==> src/rtl/pf_pkg.sv <==
// Shared types, constants and helpers for the Playfair digraph cipher.
`timescale 1ns / 1ps
`default_nettype none

package pf_pkg;

    localparam int DEF_MAX_KEY_LETTERS = 12;
    localparam int SIDE                = 5;
    localparam int CELLS               = 25;
    localparam int LETTERS             = 26;
    localparam int LETTER_W            = 5;
    localparam int RC_W                = 3;
    localparam int KEY_LEN_W           = 4;

    localparam logic [LETTER_W-1:0] LETTER_I = 5'd8;
    localparam logic [LETTER_W-1:0] LETTER_J = 5'd9;
    localparam logic [LETTER_W-1:0] LETTER_Z = 5'd25;

    // "monarchy", first letter in the low bits
    localparam logic [59:0]          DEF_KEY_TEXT   = 60'd832234862028;
    localparam logic [KEY_LEN_W-1:0] DEF_KEY_LENGTH = 4'd8;

    localparam logic REG_KEY_TEXT   = 1'b0;
    localparam logic REG_KEY_LENGTH = 1'b1;

    // one square entry written by the builder
    typedef struct packed {
        logic                we;
        logic [LETTER_W-1:0] letter;
        logic [LETTER_W-1:0] idx;
        logic [RC_W-1:0]     row;
        logic [RC_W-1:0]     col;
    } pf_wr_t;

    // out-of-range codes become z, j becomes i
    function automatic logic [LETTER_W-1:0] clamp_letter(input logic [LETTER_W-1:0] c);
        logic [LETTER_W-1:0] r;
        r = (c > LETTER_Z) ? LETTER_Z : c;
        if (r == LETTER_J)
        begin
            r = LETTER_I;
        end
        return r;
    endfunction

endpackage

`default_nettype wire

==> src/rtl/pf_builder.sv <==
// Square builder: walks key letters then the alphabet, one candidate per cycle.
`timescale 1ns / 1ps
`default_nettype none

module pf_builder
    import pf_pkg::*;
#(
    parameter int MAX_KEY_LETTERS = DEF_MAX_KEY_LETTERS
)
(
    input  wire logic                         clk,
    input  wire logic                         rst_n,
    input  wire logic                         start,
    input  wire logic [5*MAX_KEY_LETTERS-1:0] key_text,
    input  wire logic [KEY_LEN_W-1:0]         key_length,
    output pf_wr_t                            wr,
    output logic                              busy
);

    localparam int KEY_W  = 5 * MAX_KEY_LETTERS;
    localparam int STEPS  = MAX_KEY_LETTERS + LETTERS;
    localparam int CNT_W  = $clog2(STEPS);
    localparam logic [CNT_W-1:0] LAST     = CNT_W'(STEPS - 1);
    localparam logic [CNT_W-1:0] KEY_END  = CNT_W'(MAX_KEY_LETTERS);
    localparam logic [KEY_LEN_W-1:0] LEN_MAX = KEY_LEN_W'(MAX_KEY_LETTERS);
    localparam logic [LETTERS-1:0] USED_INIT = LETTERS'(1) << LETTER_J;

    logic                   busy_reg, busy_next;
    logic [CNT_W-1:0]       cnt_reg, cnt_next;
    logic [LETTERS-1:0]     used_reg, used_next;
    logic [LETTER_W-1:0]    n_reg, n_next;
    logic [RC_W-1:0]        row_reg, row_next;
    logic [RC_W-1:0]        col_reg, col_next;

    logic [KEY_LEN_W-1:0]   len_eff;
    logic                   key_phase;
    logic [LETTER_W-1:0]    raw;
    logic [LETTER_W-1:0]    cand;
    logic                   cand_ok;
    logic [LETTER_W-1:0]    letter;
    logic                   take;
    logic [KEY_W-1:0]       key_shift;

    always_comb
    begin
        len_eff   = (key_length > LEN_MAX) ? LEN_MAX : key_length;
        key_phase = cnt_reg < KEY_END;
        key_shift = key_text >> (32'(cnt_reg) * 5);
        raw       = key_shift[LETTER_W-1:0];
        if (key_phase)
        begin
            cand    = raw;
            cand_ok = (cnt_reg < CNT_W'(len_eff)) && (raw <= LETTER_Z);
        end
        else
        begin
            cand    = LETTER_W'(cnt_reg - KEY_END);
            cand_ok = 1'b1;
        end
        letter = (cand == LETTER_J) ? LETTER_I : cand;
        take   = busy_reg && cand_ok && !used_reg[letter] && (n_reg < LETTER_W'(CELLS));
    end

    always_comb
    begin
        busy_next = busy_reg;
        cnt_next  = cnt_reg;
        used_next = used_reg;
        n_next    = n_reg;
        row_next  = row_reg;
        col_next  = col_reg;
        if (start)
        begin
            busy_next = 1'b1;
            cnt_next  = '0;
            used_next = USED_INIT;
            n_next    = '0;
            row_next  = '0;
            col_next  = '0;
        end
        else if (busy_reg)
        begin
            cnt_next = cnt_reg + 1'b1;
            if (cnt_reg == LAST)
            begin
                busy_next = 1'b0;
            end
            if (take)
            begin
                used_next[letter] = 1'b1;
                n_next            = n_reg + 1'b1;
                if (col_reg == RC_W'(SIDE - 1))
                begin
                    col_next = '0;
                    row_next = row_reg + 1'b1;
                end
                else
                begin
                    col_next = col_reg + 1'b1;
                end
            end
        end
    end

    always_ff @(posedge clk or negedge rst_n)
    begin
        if (!rst_n)
        begin
            busy_reg <= 1'b1;
            cnt_reg  <= '0;
            used_reg <= USED_INIT;
            n_reg    <= '0;
            row_reg  <= '0;
            col_reg  <= '0;
        end
        else
        begin
            busy_reg <= busy_next;
            cnt_reg  <= cnt_next;
            used_reg <= used_next;
            n_reg    <= n_next;
            row_reg  <= row_next;
            col_reg  <= col_next;
        end
    end

    assign wr.we     = take && !start;
    assign wr.letter = letter;
    assign wr.idx    = n_reg;
    assign wr.row    = row_reg;
    assign wr.col    = col_reg;
    assign busy      = busy_reg;

endmodule

`default_nettype wire

==> src/rtl/pf_core.sv <==
// Cipher datapath: position lookup, Playfair rules, letter lookup.
`timescale 1ns / 1ps
`default_nettype none

module pf_core
    import pf_pkg::*;
(
    input  wire logic                clk,
    input  wire logic                advance,
    input  wire logic                func,
    input  wire logic [LETTER_W-1:0] first_letter,
    input  wire logic [LETTER_W-1:0] second_letter,
    input  wire pf_wr_t              wr,
    output logic [LETTER_W-1:0]      first_out,
    output logic [LETTER_W-1:0]      second_out
);

    localparam int POS_W = 2 * RC_W;

    logic [POS_W-1:0]    where_mem [0:LETTERS-1];
    logic [LETTER_W-1:0] cell_mem  [0:CELLS-1];

    logic [POS_W-1:0]    pa_reg, pb_reg;
    logic                dec_reg;
    logic [LETTER_W-1:0] first_out_reg, second_out_reg;

    logic [RC_W-1:0]     ra, ca, rb, cb;
    logic [RC_W-1:0]     ora, oca, orb, ocb;
    logic [LETTER_W-1:0] oa, ob;

    function automatic logic [RC_W-1:0] step5(input logic [RC_W-1:0] x, input logic dec);
        logic [RC_W-1:0] r;
        if (dec)
        begin
            r = (x == '0) ? RC_W'(SIDE - 1) : x - 1'b1;
        end
        else
        begin
            r = (x == RC_W'(SIDE - 1)) ? '0 : x + 1'b1;
        end
        return r;
    endfunction

    function automatic logic [LETTER_W-1:0] lin(input logic [RC_W-1:0] r,
                                               input logic [RC_W-1:0] c);
        return {r, 2'b00} + LETTER_W'(r) + LETTER_W'(c);
    endfunction

    always_ff @(posedge clk)
    begin
        if (wr.we)
        begin
            where_mem[wr.letter] <= {wr.row, wr.col};
            cell_mem[wr.idx]     <= wr.letter;
        end
    end

    always_ff @(posedge clk)
    begin
        if (advance)
        begin
            pa_reg  <= where_mem[clamp_letter(first_letter)];
            pb_reg  <= where_mem[clamp_letter(second_letter)];
            dec_reg <= func;
        end
    end

    always_comb
    begin
        {ra, ca} = pa_reg;
        {rb, cb} = pb_reg;
        if (ra == rb)
        begin
            ora = ra;
            oca = step5(ca, dec_reg);
            orb = rb;
            ocb = step5(cb, dec_reg);
        end
        else if (ca == cb)
        begin
            ora = step5(ra, dec_reg);
            oca = ca;
            orb = step5(rb, dec_reg);
            ocb = cb;
        end
        else
        begin
            ora = ra;
            oca = cb;
            orb = rb;
            ocb = ca;
        end
        oa = lin(ora, oca);
        ob = lin(orb, ocb);
    end

    always_ff @(posedge clk)
    begin
        if (advance)
        begin
            first_out_reg  <= cell_mem[oa];
            second_out_reg <= cell_mem[ob];
        end
    end

    assign first_out  = first_out_reg;
    assign second_out = second_out_reg;

endmodule

`default_nettype wire

==> src/rtl/playfair_digraph_cipher.sv <==
// Top level of the Playfair digraph cipher: config registers, handshake, builder and datapath.
//
//  channel | dir | handshake           | payload
//  --------+-----+---------------------+--------------------------------------
//  in      | in  | in_valid / in_stall | func, first_letter, second_letter
//  out     | out | out_valid/out_stall | first_out, second_out
//  cfg     | in  | cfg_wr_en           | cfg_index, cfg_data
//
//  One item per cycle while in_stall is low; an item goes via s1_valid_reg to out_valid_reg.
//  The rate is set by the two-stage memory pipeline (position read, letter read).
//  After reset and after every config write the square is rebuilt from the key letters and
//  then the alphabet, with in_stall held high.
//  out_stall freezes the whole pipeline while out_valid is high; in_stall follows it.
`timescale 1ns / 1ps
`default_nettype none

module playfair_digraph_cipher
    import pf_pkg::*;
#(
    parameter int MAX_KEY_LETTERS = DEF_MAX_KEY_LETTERS
)
(
    input  wire logic                         clk,
    input  wire logic                         rst_n,
    input  wire logic                         in_valid,
    output logic                              in_stall,
    input  wire logic                         func,
    input  wire logic [LETTER_W-1:0]          first_letter,
    input  wire logic [LETTER_W-1:0]          second_letter,
    output logic                              out_valid,
    input  wire logic                         out_stall,
    output logic [LETTER_W-1:0]               first_out,
    output logic [LETTER_W-1:0]               second_out,
    input  wire logic                         cfg_wr_en,
    input  wire logic                         cfg_index,
    input  wire logic [5*MAX_KEY_LETTERS-1:0] cfg_data
);

    localparam int KEY_W = 5 * MAX_KEY_LETTERS;

    logic [KEY_W-1:0]     key_text_reg;
    logic [KEY_LEN_W-1:0] key_length_reg;
    logic                 s1_valid_reg, s1_valid_next;
    logic                 out_valid_reg, out_valid_next;
    logic                 advance;
    logic                 busy;
    pf_wr_t               wr;

    always_ff @(posedge clk or negedge rst_n)
    begin
        if (!rst_n)
        begin
            key_text_reg   <= KEY_W'(DEF_KEY_TEXT);
            key_length_reg <= DEF_KEY_LENGTH;
        end
        else if (cfg_wr_en)
        begin
            unique case (cfg_index)
                REG_KEY_TEXT:   key_text_reg   <= cfg_data;
                REG_KEY_LENGTH: key_length_reg <= cfg_data[KEY_LEN_W-1:0];
                default:        key_text_reg   <= key_text_reg;
            endcase
        end
    end

    assign advance  = !out_valid_reg || !out_stall;
    assign in_stall = busy || !advance;

    always_comb
    begin
        s1_valid_next  = s1_valid_reg;
        out_valid_next = out_valid_reg;
        if (advance)
        begin
            s1_valid_next  = in_valid && !busy;
            out_valid_next = s1_valid_reg;
        end
    end

    always_ff @(posedge clk or negedge rst_n)
    begin
        if (!rst_n)
        begin
            s1_valid_reg  <= 1'b0;
            out_valid_reg <= 1'b0;
        end
        else
        begin
            s1_valid_reg  <= s1_valid_next;
            out_valid_reg <= out_valid_next;
        end
    end

    pf_builder #(
        .MAX_KEY_LETTERS(MAX_KEY_LETTERS)
    ) u_builder (
        .clk        (clk),
        .rst_n      (rst_n),
        .start      (cfg_wr_en),
        .key_text   (key_text_reg),
        .key_length (key_length_reg),
        .wr         (wr),
        .busy       (busy)
    );

    pf_core u_core (
        .clk           (clk),
        .advance       (advance),
        .func          (func),
        .first_letter  (first_letter),
        .second_letter (second_letter),
        .wr            (wr),
        .first_out     (first_out),
        .second_out    (second_out)
    );

    assign out_valid = out_valid_reg;

endmodule

`default_nettype wire

==> config.mk <==
export PLATFORM = sky130hd
export DESIGN_NAME = playfair_digraph_cipher
export DESIGN_NICKNAME = d
export VERILOG_FILES = /design/src/rtl/pf_pkg.sv /design/src/rtl/pf_builder.sv /design/src/rtl/pf_core.sv /design/src/rtl/playfair_digraph_cipher.sv
export SDC_FILE = /design/constraint.sdc
export NUM_CORES = 1
export LEC_CHECK = 0
export BUFFER_PORTS_ARGS = -buffer_cell sky130_fd_sc_hd__buf_2
export CORE_MARGIN = 1.5
export CORE_UTILIZATION = 55
export DETAILED_ROUTE_END_ITERATION = 7
export PLACE_DENSITY = 0.79
export SLEW_MARGIN = 20
export SYNTH_ARGS = -nofsm -noshare
export SYNTH_HDL_FRONTEND = slang
export SYNTH_SLANG_ARGS = --single-unit
==> constraint.sdc <==
create_clock -name clk -period 13.1 [get_ports clk]
set_clock_uncertainty 0.15 [all_clocks]
set_input_delay 1.965 -clock clk [delete_from_list [all_inputs] [get_ports clk]]
set_output_delay 1.965 -clock clk [all_outputs]
set_load 0.01 [all_outputs]
==> metrics list, run 1 <==
* Global-route wire length before repair: 80.8 mm
- After global routing the overflow that remains totals 0.
- Path type of the worst setup path: reg2reg
- At the later pin of the worst-skew pair, clock insertion delay measures ~0.56 ns.
* Final-report max-slew violation count: 0
* Total global routing track utilization: 0.272
- Most frequently used flop master after synthesis: sky130_fd_sc_hd__edfxtp_1
- On the final layout, the worst hold slack is 0.324 ns.
- Post-synth top area cell: sky130_fd_sc_hd__edfxtp_1
* Required time worst endpoint: 13.11 ns
- # port buffers: 88
* Setup TNS after final layout: 0 ns
* Leakage Power: roughly 8.2 nW
- For this block, the via count after detailed routing is 14153.
- Of the synthesized area, sequential elements account for 0.568.
- Slew at the pin with the worst max-slew slack: approximately 1.1 ns
- For this design the ratio of total power to cell area is approximately 190 mW/mm^2.
* Final setup vio count: 0
- Antenna diode count: 0
- Setup repair after global routing missed its margin: false
* Core area: 0.0376 sq mm
* # H-tree levels: 2
* Aggregate routed wire length: 52.5 mm
- Vias in the first global route: 14113
- Number of distinct standard cells referenced by the synthesized netlist: 80
- Post-Synthesis Mean Instance Area: 13.9 sq um
- Clock Sink Count: 413
- The first TritonRoute pass finished after 5 iterations.
- At the end of routability-driven placement, the weighted congestion stood at 0.896.
- Proportion of layout cells with a drive suffix above 1: 0.270
- In this run the worst hold path is classified as reg2reg.
* Worst reg2reg path depth: 10
- Of the available clock period, the critical path in the final layout requires 0.436.
- In this run the remaining antenna-violating nets after routing total 0.
- The final hold violation count is 0.
* Height of the die: 198 microns
* Number of clock buffers inserted by TritonCTS: 42
- Number of flip-flops and latches in the synthesized netlist: between 400 and 500
- Summing every instance area after synthesis gives 0.0209 sq mm.
- Portion of synthesized cell area occupied by the leading cell type: 0.437
- Final worst path period need: roughly 5.7 ns
* Number of antenna violations at the first check in global routing: 0
- Number of flip-flops in the largest register: 156
- The flow ran to the end, and the final reports show no timing, DRC or antenna violations.
* Share of synthesized registers carrying an async set or reset: 0.264
* Post-CTS sizing: 0
- Worst-path clk slew: 0.06 ns
* Crit-path max FO: 75
- Dividing the detail-routed via count by the number of cells gives 6.74.
- Most instantiated library cell after synthesis: sky130_fd_sc_hd__edfxtp_1
- Layout overhead on the synthesized area: 10.7%
* DRC violation count after routing: 0
- Count of buffers added by post-CTS timing repair for setup: 0
- Timing would allow up to 0.175 GHz.
- EDFF count, synth: 304
- List of most frequent post-synthesis cells: sky130_fd_sc_hd__edfxtp_1, sky130_fd_sc_hd__mux4_2, sky130_fd_sc_hd__dfrtp_1, sky130_fd_sc_hd__nand2_1, sky130_fd_sc_hd__mux2_2
- In this run, post-CTS hold repair placed 0 buffers.
- In this run the core area contains between 70 and 80 standard-cell rows.
- The wire-length estimate of the detail-placed layout is 33.8 mm.
- Effective utilization at floorplan: 0.556
- just under 90 I/O pins were placed.
- IR analysis of the VDD net gives a maximum drop of 0.130 mV.
- Arrival time of the worst setup path: 5.73 ns
* Total of warnings raised by yosys: 0
- The tree is rooted in a sky130_fd_sc_hd__clkbuf_16.
- The die covers between 0.03 and 0.04 sq mm.
- Final routed wire length divided by cell count: 25.0 microns
* Worst Setup End Kind: register
- Number of instances in the synthesized netlist: 1504
* Number of nets in the final layout: 1676
* Pin count of the biggest net entering global routing: 90
- For this block, the initial DRC count from the detailed router was approximately 1700.
- Clk buf depth: 3
* CP startpoint kind: register
- Measured along the x axis, the die boundary spans approximately 200 microns.
* Instance count along the most critical hold path: 1
- TritonCTS built the clock tree.
- Dominant cells by area after synthesis: sky130_fd_sc_hd__edfxtp_1, sky130_fd_sc_hd__dfrtp_1, sky130_fd_sc_hd__mux4_2, sky130_fd_sc_hd__mux2_2, sky130_fd_sc_hd__ha_1
- Across the run, the number of max-cap violations was 0.
* Headroom to the max-slew limit: 0.257
[final timing paths]
| path | slack [ns] | to | start |
|---|---|---|---|
| worst max-delay path | 7.38 | u_core.cell_mem[22][1] | u_builder.cnt_reg[2] |
| worst min-delay path | 0.32 | out_valid | s1_valid_reg |
| worst max register to register | 7.38 | u_core.cell_mem[22][1] | u_builder.cnt_reg[2] |
| worst min register to register | 0.32 | out_valid | s1_valid_reg |
| max in group asynchronous | 10.59 | u_builder.row_reg[2] | rst_n |
| min in group asynchronous | 1.13 | key_text_reg[45] | rst_n |
[metrics by stage]
step,cell area (sq um),setup slack (ns),instances,total power [mW],utilization
6_report,23100,7.38,2099,4.40,0.616
5_1_grt,23100,7.13,2099,4.56,0.616
2_1_floorplan,20900,8.26,1509,2.76,-
3_5_place_dp,21700,7.43,2022,3.16,0.577
4_1_cts,23100,7.38,2099,4.41,0.615
3_3_place_gp,21700,7.45,2022,3.12,0.577
[power breakdown]
part	internal, mW	switching [mW]
Combinational	0.656	0.835
Sequential	1.58	0.0870
Clock	0.734	0.507
[layout make-up]
type	instances	area, sq um
clock buffers	50	1120
repair buffers	117	664
clock inverters	27	305
inverters	55	206
multi-input cells	926	8330
fillers	2708	14400
flip-flops and latches	413	11900
well taps	511	639
[per-layer routing]
metal	vias up	track usage	part of all wire
met5	-	0	0
met4	0	0.113	0.039
met3	162	0.0451	0.088
met2	864	0.450	0.49
met1	7046	0.360	0.38
li1	6081	-	-
[cells by family after synthesis]
group,after synthesis,synth area share
multiplexers,221,0.171
other,1,0.000179
XOR/XNOR,17,0.00712
flip-flops,413,0.568
buffers and inverters,170,0.0366
adder cells (fa/ha/maj),44,0.0278
AO/OA/AOI/OAI,339,0.113
AND/OR/NAND/NOR,299,0.0757
[cell usage in the layout (no fill, tap or decap), types with 8 or more instances in the layout]
master                      Yosys  routed
sky130_fd_sc_hd__clkinv_2       0      10
sky130_fd_sc_hd__ha_1          40      38
sky130_fd_sc_hd__a211oi_1      30      30
sky130_fd_sc_hd__o211ai_1      16      16
sky130_fd_sc_hd__dfrtp_1       91      90
sky130_fd_sc_hd__edfxtp_1     304     304
sky130_fd_sc_hd__a21o_1         8       8
sky130_fd_sc_hd__o21ai_0       54      54
sky130_fd_sc_hd__nor2b_1       10       9
sky130_fd_sc_hd__and2_1         9       9
sky130_fd_sc_hd__a311oi_1      12      12
sky130_fd_sc_hd__a31oi_1       12      12
sky130_fd_sc_hd__buf_2         23      87
sky130_fd_sc_hd__o22ai_1       66      66
sky130_fd_sc_hd__xor2_1        12      12
sky130_fd_sc_hd__nor4b_2        9      12
sky130_fd_sc_hd__clkbuf_16      0      43
sky130_fd_sc_hd__nand3_1       32      32
sky130_fd_sc_hd__nand2_1       87      87
sky130_fd_sc_hd__nor4_1        10       9
sky130_fd_sc_hd__buf_4          4      29
sky130_fd_sc_hd__or3_1          8       8
sky130_fd_sc_hd__dfstp_2       18      18
sky130_fd_sc_hd__nor3_1        31      30
sky130_fd_sc_hd__mux4_2       101     101
sky130_fd_sc_hd__nand2b_1      10      10
sky130_fd_sc_hd__inv_1         52      52
sky130_fd_sc_hd__mux2_2        85      85
sky130_fd_sc_hd__nor2_1        54      54
sky130_fd_sc_hd__a21oi_1       42      42
sky130_fd_sc_hd__mux2i_1       35      35
sky130_fd_sc_hd__o221ai_1      26      26
sky130_fd_sc_hd__o32ai_1       21      21
[worst max-delay path, cell delays in order, from the launching register on]
cell and delay [ns]:
sky130_fd_sc_hd__dfrtp_1 0.61, sky130_fd_sc_hd__ha_1 0.45, sky130_fd_sc_hd__or3_1 0.39, sky130_fd_sc_hd__a32oi_1 0.16, sky130_fd_sc_hd__and4_1 0.47, sky130_fd_sc_hd__inv_2 0.34
sky130_fd_sc_hd__nand3_1 0.44, sky130_fd_sc_hd__o21bai_1 0.21, sky130_fd_sc_hd__and4_1 0.46, sky130_fd_sc_hd__nand2_4 0.57, sky130_fd_sc_hd__nor4_1 1.05
Power figures use the tool's default switching activity.
==> inputs of run 2 (changes only) <==
--- a/config.mk
+++ b/config.mk
@@ -5,11 +5,12 @@
 export SDC_FILE = /design/constraint.sdc
 export NUM_CORES = 1
 export LEC_CHECK = 0
+export ABC_AREA = 1
 export BUFFER_PORTS_ARGS = -buffer_cell sky130_fd_sc_hd__buf_2
 export CORE_MARGIN = 1.5
 export CORE_UTILIZATION = 55
 export DETAILED_ROUTE_END_ITERATION = 7
-export PLACE_DENSITY = 0.79
+export PLACE_DENSITY = 0.82
 export SLEW_MARGIN = 20
 export SYNTH_ARGS = -nofsm -noshare
 export SYNTH_HDL_FRONTEND = slang
==> constraint.sdc (replaced) <==
create_clock -name clk -period 5.2 [get_ports clk]
set_clock_uncertainty 0.15 [all_clocks]
set_input_delay 0.78 -clock clk [delete_from_list [all_inputs] [get_ports clk]]
set_output_delay 0.78 -clock clk [all_outputs]
set_load 0.01 [all_outputs]
==> run 2 against run 1 <==
Critical path depth rose by 5. Largest power group unchanged. Global-route usage rose by 1.4 points. Clock power rose to 2.5 times the previous value.
==> metrics list, run 2 <==
- The final hold violation count was 0 (unchanged).
- The total of endpoints with negative setup slack in the final report was 0 (unchanged).
- Power Dens Cells: 482 mW/mm^2 (+150%)
- Die area: 0.0403 sq mm (+2.7%)
- The routed via count divided by cell count was 6.12 (-9.2%).
- Ranked by total cell area, the synthesized netlist is headed by sky130_fd_sc_hd__edfxtp_1, sky130_fd_sc_hd__dfrtp_1, sky130_fd_sc_hd__nand2_1, sky130_fd_sc_hd__o21ai_0, sky130_fd_sc_hd__nor2_1.
- Worst reg2reg path depth: 15 (+5)
- DRC violation total after the first TritonRoute iteration: 2441 (+40%)
- Net Sw Frac: 0.380 (+0.0553)
* # H-tree levels: 2 (unchanged)
* Core area: 0.0386 sq mm (+2.6%)
- The number of gates resized after CTS is 0 (unchanged).
- Count of buffers added by post-CTS timing repair for setup: 0 (unchanged)
- Post-synthesis instance area: 0.0215 sq mm (+2.8%)
* Detailed Routing Iterations Pass 1: 6 (+1)
- Final Cycle Share: 0.877 (+0.441)
* Arrival time of the worst setup path: 4.71 ns (-1.02 ns)
* Leading cell type in the layout, fill and taps excluded: sky130_fd_sc_hd__nand2_1
- The via count of the first global-routing pass came to 17208 (+22%).
- The DRC violation count after routing was 0 (unchanged).
* Total of warnings raised by yosys: 0 (unchanged)
- Class of the tightest hold or removal check: in2async
- The leakage power was 9.54 nW (+17%).
* Number of instances in the synthesized netlist: 2322 (+54%)
* Post-synth top area cell: sky130_fd_sc_hd__edfxtp_1
- The area growth from synthesis to layout is 10.8%.
- Post-place instance area: 0.0224 sq mm (+3.2%)
* Via count: 17861 (+26%)
- Headroom to the max-slew limit: 0.208 (-0.0483)
- The final-stage net count is 2487 (+48%).
- The run finished with clean final reports.
- Aggregate routed wire length: 57.9 mm (+10%)
- Post-detailed-placement half-perimeter wirelength: 38.2 mm (+13%)
- The power share of the clock group was 0.275 (-0.007).
* # port buffers: 88 (unchanged)
- The latest clock arrival within the worst-skew pair was 0.59 ns (+0.03 ns).
* Setup TNS after final layout: 0 ns (unchanged)
* Footprint of the multi-input gates: 0.00814 sq mm (-2.2%)
- Portion of synthesized cell area occupied by the leading cell type: 0.425 (-0.0118)
* Share of synthesized registers carrying an async set or reset: 0.266 (+0.00178)
- The design area came to 0.0238 sq mm (+2.9%).
- The count of unique library cells instantiated by Yosys is 48 (-40%).
- List of most frequent post-synthesis cells: sky130_fd_sc_hd__nand2_1, sky130_fd_sc_hd__edfxtp_1, sky130_fd_sc_hd__nor2_1, sky130_fd_sc_hd__o21ai_0, sky130_fd_sc_hd__inv_1
- Top-level I/O count: 89 (unchanged)
- The area taken by flip-flops and latches was 0.0119 sq mm (+0.21%).
- The antenna diode count is 0 (unchanged).
- The register area share after synthesis is 0.554 (-0.0142).
* EDFF count, synth: 304 (unchanged)
- The maximum VDD drop came to 0.418 mV (+220%).
- Maxcap violations: 0 (unchanged)
- Start of the worst register-to-register path: u_core.pb_reg[5]
- Internal power summed over all cells: 7.11 mW (+140%)
- Placement-stage worst setup slack: 0.715 ns (-6.71 ns)
- CTS root buffer: sky130_fd_sc_hd__clkbuf_16
- The signal on the critical path passes through xnor2_1, nand3_1, nand3_1, inv_1, o21ai_0, inv_1, fa_1, fa_1, or2_2, nand2_1, inv_1, nand2_1, a31oi_1, a311oi_1, a31oi_1.
- Effective utilization at floorplan: 0.557 (+0.000952)
- The largest net degree at the start of global routing was 105 (+17%).
* Count of fill cells added during filler insertion: 3043 (+12%)
- Number of flip-flops in the largest register: 156 (unchanged)
* Setup repair after global routing missed its margin: false
* Number of antenna violations at the first check in global routing: 1 (+1)
- In the layout the commonest cells are sky130_fd_sc_hd__nand2_1, sky130_fd_sc_hd__edfxtp_1, sky130_fd_sc_hd__nor2_1.
- The met3 global-route usage came to 0.0534 (+0.00827).
- Number of nets still failing antenna checks after routing: 0 (unchanged)
* Worst-path clk slew: 0.06 ns (about the same)
- Clk buf depth: 3 (unchanged)
- Comb power frac: 0.351 (+0.012)
- The worst setup path is captured at a register.
* Die Wd: 201 microns (+1.4%)
* Clock Sink Count: 414 (+0.24%)
- The CTS buffer count was 44 (+4.8%).
- The peak per-stage delay on the critical path is 0.50 ns (-0.55 ns).
- Most prevalent standard cell on the critical path: sky130_fd_sc_hd__inv_1
- Total global routing track utilization: 0.286 (+0.0136)
- Most crowded layer after global routing: met2
* Final RePlAce weighted congestion: 0.995 (+11%)
* Number of flip-flops and latches in the synthesized netlist: 414 (+0.24%)
- The achievable clock frequency was 0.219 GHz (+25%).
- The sequential fraction of design power is 0.374 (-0.005).
- The overflow left after global routing came to 0 (unchanged).
- Path type of the worst setup path: reg2reg
- The synthesized area divided by synthesized cell count is 9.26 sq um (-33%).
- The met1 global-route usage is 0.387 (+0.0265).
- Most frequently used flop master after synthesis: sky130_fd_sc_hd__edfxtp_1
- The worst setup slack after layout is 0.638 ns (-6.75 ns).
* Std-Cell Rows: 72 (+1.4%)
- The post-cts hold buffer count is 0 (unchanged).
- The endpoint identified for the worst register-to-register timing path is u_core.second_out[1].
- Slew at the pin with the worst max-slew slack: 1.19 ns (+0.0724 ns)
- Most instantiated library cell after synthesis: sky130_fd_sc_hd__nand2_1
- For this design, the slowest cell found on the critical path is sky130_fd_sc_hd__fa_1.
* Final worst path period need: 4.56 ns (-1.15 ns)
- The worst setup path is launched from a register.
* R2r setup slk: 0.64 ns (-6.75 ns)
- Final routed wire length divided by cell count: 19.8 microns (-21%)
* TritonCTS clock tree: built
- The global-route wire length before repair was 92.0 mm (+14%).
- Proportion of layout cells with a drive suffix above 1: 0.121 (-0.149)
- Net switching power: 4.36 mW (+210%)
* Required time worst endpoint: 5.35 ns (-7.76 ns)
* End-of-flow core utilization: 0.618 (+0.00184)
* Final-report max-slew violation count: 0 (unchanged)
- The routing usage on met2 came to 0.460 (+0.0101).
* Height of the die: 201 microns (+1.4%)
- Crit-path max FO: 11 (-85%)
==> run 2: layer usage <==
layer	vias to the layer above	wire length [microns]
li1	8164	-
met1	8431	22500
met2	1078	27200
met3	186	6090
met4	2	2110
met5	-	18
==> run 2: layout make-up <==
type | instances | share of cell area
clock buffers | 49 | 0.0474
flip-flops and latches | 414 | 0.500
well taps | 518 | 0.0272
clock inverters | 31 | 0.0129
inverters | 239 | 0.0379
repair buffers | 132 | 0.0330
multi-input cells | 1535 | 0.342
==> run 2: how the worst max path moves through the flow <==
stage                startpoint              endpoint  cells past startpoint
2_1_floorplan  u_core.pb_reg[5]  u_core.second_out[1]                     16
3_3_place_gp   u_core.pb_reg[5]  u_core.second_out[1]                     15
3_5_place_dp   u_core.pb_reg[5]  u_core.second_out[1]                     15
4_1_cts        u_core.pb_reg[5]  u_core.second_out[1]                     15
5_1_grt        u_core.pb_reg[5]  u_core.second_out[1]                     15
6_report       u_core.pb_reg[5]  u_core.second_out[1]                     15
==> run 2: through the flow <==
| stage | total power [mW] | hold WS (ns) | cells |
|---|---|---|---|
| after floorplan | 6.94 | 0.270 | 2327 |
| after global routing | 12.0 | 0.224 | 2918 |
| after detailed placement | 8.25 | 0.297 | 2838 |
| after global placement | 8.13 | 0.296 | 2838 |
| after CTS | 11.4 | 0.214 | 2918 |
| final | 11.5 | 0.219 | 2918 |
==> run 2: worst max-delay path: cells and delay by family, from the launching register on <==
kind / cells / cell delay [ns]
AND/OR/NAND/NOR: 5 / 1.29
XOR/XNOR: 1 / 0.23
adder cells (fa/ha/maj): 2 / 0.94
AO/OA/AOI/OAI: 4 / 0.70
buffers and inverters: 3 / 0.50
flip-flops: 1 / 0.48
==> run 2: cells by family (layout without fill, tap and decap cells) <==
family / count (synthesis) / count (layout) / synth area share
and+or+nand+nor: 839 / 839 / 0.164
AOI/OAI and AO/OA: 618 / 618 / 0.172
DFF: 414 / 414 / 0.554
buffers and inverters: 378 / 451 / 0.0699
adders and majority gates: 44 / 44 / 0.0270
muxes: 16 / 16 / 0.00838
xor gates and xnor gates: 12 / 12 / 0.00489
other: 1 / 6 / 0.000174
==> run 2: power groups by stage <==
| stage | combinational (mW) | sequential (mW) | clock (mW) |
|---|---|---|---|
| finish | 4.03 | 4.29 | 3.16 |
| global route | 4.39 | 4.32 | 3.31 |
| CTS | 3.92 | 4.28 | 3.18 |
| global placement | 3.80 | 4.33 | 0 |
| detailed placement | 3.90 | 4.35 | 0 |
| floorplan | 2.69 | 4.25 | 0 |
==> inputs of run 3 (changes only) <==
--- a/config.mk
+++ b/config.mk
@@ -7,10 +7,12 @@
 export LEC_CHECK = 0
 export ABC_AREA = 1
 export BUFFER_PORTS_ARGS = -buffer_cell sky130_fd_sc_hd__buf_2
+export CELL_PAD_IN_SITES_DETAIL_PLACEMENT = 0
+export CELL_PAD_IN_SITES_GLOBAL_PLACEMENT = 2
 export CORE_MARGIN = 1.5
-export CORE_UTILIZATION = 55
+export CORE_UTILIZATION = 40
 export DETAILED_ROUTE_END_ITERATION = 7
-export PLACE_DENSITY = 0.82
+export PLACE_DENSITY = 0.88
 export SLEW_MARGIN = 20
 export SYNTH_ARGS = -nofsm -noshare
 export SYNTH_HDL_FRONTEND = slang
==> constraint.sdc (replaced) <==
create_clock -name clk -period 4.8 [get_ports clk]
set_clock_uncertainty 0.15 [all_clocks]
set_input_delay 0.72 -clock clk [delete_from_list [all_inputs] [get_ports clk]]
set_output_delay 0.72 -clock clk [all_outputs]
set_load 0.01 [all_outputs]
==> run 3 against run 2 <==
Power grew 12%. Highest routed layer is now met4. Worst setup slack lost 0.17 ns. Utilization shrank 16 points. Largest power group unchanged. First-iteration DRC count shrank 40%.
==> metrics list, run 3 (synthesized netlist as in run 2, its figures left out) <==
* Clock Sink Count: 414 (unchanged)
- The total wirelength of the detailed-routed design is 63.1 mm (+9.1%).
- The CTS buffer count is 46 (+4.5%).
- Post-CTS Hold Buffers: 0 (unchanged)
* Overflow left after global routing: 0 (unchanged)
* Cells after DPL: 3009 (+6.0%)
- DRC violation count after routing: 0 (unchanged)
- Final routed wire length divided by cell count: 20.4 microns (+2.9%)
- The number of cell rows is 84 (+17%).
* Final Hold Fails: 0 (unchanged)
- The antenna diode count is 0 (unchanged).
- Height of the die: 235 microns (+17%)
* Global-route wire length before repair: 97.4 mm (+5.9%)
* Clk Latency, worst-skew pair: 0.60 ns (about the same)
- Final worst path period need: 4.33 ns (-0.227 ns)
- Timing-limited maximum frequency: 0.231 GHz (+5.2%)
* Clk pwr share: 0.287 (+0.012)
- Final setup vio count: 0 (unchanged)
* TritonCTS clock tree: built
* Detailed Routing Iterations Pass 1: 6 (unchanged)
* Number of non-filler instances in the completed layout: 3095 (+6.1%)
- CTS root buffer: sky130_fd_sc_hd__clkbuf_16
- The combinational share of power is 0.351 (about the same).
- Worst Setup End Kind: register
- Die Wd: 235 microns (+17%)
- The setup total negative slack was 0 ns (unchanged).
- Sequential group share of total power: 0.362 (-0.012)
* Setup repair after global routing missed its margin: false
- Most prevalent standard cell on the critical path: sky130_fd_sc_hd__inv_1
- Total global routing track utilization: 0.226 (-0.0594)
* Proportion of layout cells with a drive suffix above 1: 0.123 (+0.00214)
* Net Sw Frac: 0.380 (about the same)
- The core area came to 0.0529 sq mm (+37%).
- The total I/O pin count is 89 (unchanged).
* Required time worst endpoint: 5.00 ns (-0.35 ns)
- In this design, the largest share of critical-path delay is due to simple AND/OR/NAND/NOR gates.
* Pin count of the biggest net entering global routing: 105 (unchanged)
* Post-detailed-placement half-perimeter wirelength: 41.6 mm (+9.0%)
- The number of flip-flops in the largest register was 156 (unchanged).
- Slew at the pin with the worst max-slew slack: 1.14 ns (-0.0441 ns)
* Net switching power: 4.88 mW (+12%)
- Final RePlAce weighted congestion: 0.870 (-13%)
- Cell at the slowest stage of the critical path: sky130_fd_sc_hd__fa_1
* Number of antenna violations at the first check in global routing: 0 (-1)
- Count of fill cells added during filler insertion: 4961 (+63%)
- Leakage Power: 9.64 nW (+1.1%)
* Max stage delay on crit path: 0.50 ns (about the same)
* # H-tree levels: 2 (unchanged)
- Via-per-instance ratio: 5.52 (-9.8%)
- Clk buf depth: 3 (unchanged)
- Vias in the first global route: 16653 (-3.2%)
* Highest ir drop seen on vdd: 0.296 mV (-29%)
- The final-stage net count came to 2491 (+0.16%).
- Sequence of cells on the critical path: xnor2_1, nand3_1, nand3_1, inv_1, o21ai_0, inv_1, fa_1, fa_1, or2_2, nand2_1, inv_1, nand2_1, a31oi_1, a311oi_1, a31oi_1
- The critical path is of the reg2reg type.
* Final Cycle Share: 0.903 (+0.0258)
* End-of-flow core utilization: 0.459 (-0.159)
- Leading cell type in the layout, fill and taps excluded: sky130_fd_sc_hd__nand2_1
- The post-detailed-route count of antenna-violating nets was 0 (unchanged).
* Internal power summed over all cells: 7.95 mW (+12%)
- The initial standard-cell utilization of the core is 0.407 (-0.151).
* Final-report max-slew violation count: 0 (unchanged)
- Die area: 0.0551 sq mm (+37%)
* Post-CTS sizing: 0 (unchanged)
- The number of violations of the max-capacitance limit came to 0 (unchanged).
* Layout overhead on the synthesized area: 12.9%
- Count of buffers added by post-CTS timing repair for setup: 0 (unchanged)
* DRC violation total after the first TritonRoute iteration: 1466 (-40%)
- STA classifies the critical path startpoint as a register.
- Count of buffering cells on the critical path with inverters included: 3 (unchanged)
- The path class of the tightest hold or removal check is in2async.
- The endpoint arrival time on the critical path was 4.54 ns (-0.17 ns).
- The flow ran to the end, and the final reports show no timing, DRC or antenna violations.
- # port buffers: 88 (unchanged)
* Power Dens Cells: 529 mW/mm^2 (+9.8%)
- The normalized max-slew margin came to 0.238 (+0.0294).
- Crit-path max FO: 11 (unchanged)
* Via count: 17081 (-4.4%)
- The clock-pin slew on the worst setup and hold paths was 0.06 ns (about the same).
- The library cells used most frequently in the layout, excluding fill and tap cells, are sky130_fd_sc_hd__nand2_1, sky130_fd_sc_hd__edfxtp_1, sky130_fd_sc_hd__nor2_1.
-- run 3: per-stage QoR --
stage                     setup slack, ns  hold WS (ns)  power (mW)  area [sq um]
after CTS                           0.484         0.133        12.9         24200
final                               0.465        0.0267        12.8         24300
after detailed placement            0.483         0.316        9.18         22700
after global placement              0.548         0.313        9.14         22700
after global routing               0.0986         0.111        13.5         24300
after floorplan                     0.809         0.270        7.52         21500
-- run 3: path summary, 6_finish.rpt --
path,slack [ns],startpoint,depth (start not counted),endpoint
min in group clk,0.16,func,1,u_core.dec_reg
worst min register to register,0.32,key_text_reg[6],2,key_text_reg[6]
worst max register to register,0.47,u_core.pb_reg[5],15,u_core.second_out[1]
worst min-delay path,0.03,rst_n,1,key_text_reg[14]
max in group asynchronous,3.53,rst_n,2,u_builder.used_reg[9]
worst max-delay path,0.47,u_core.pb_reg[5],15,u_core.second_out[1]
-- run 3: area by class of cell --
class                           instances  area, sq um  area share
Multi-Input combinational cell       1535         8140       0.335
Inverter                              239          902      0.0372
Tap cell                              688          861      0.0355
Clock buffer                           71         1340      0.0551
Sequential cell                       414        11900       0.491
Clock inverter                         14          218     0.00897
Timing Repair Buffer                  134          900      0.0371
-- run 3: power groups by stage --
stage / registers (mW) / logic (mW) / clock network (mW)
floorplan: 4.61 / 2.92 / 0
global placement: 4.71 / 4.43 / 0
detailed placement: 4.72 / 4.47 / 0
CTS: 4.65 / 4.48 / 3.73
global route: 4.68 / 4.93 / 3.87
finish: 4.65 / 4.50 / 3.68
-- run 3: routing by layer --
layer / global-route usage / share of wire / up-vias
met3: 0.0274 / 0.060 / 99
met4: 0.0716 / 0.024 / 0
met2: 0.364 / 0.46 / 562
met5: 0 / 0 / -
met1: 0.319 / 0.45 / 8242
li1: - / - / 8178
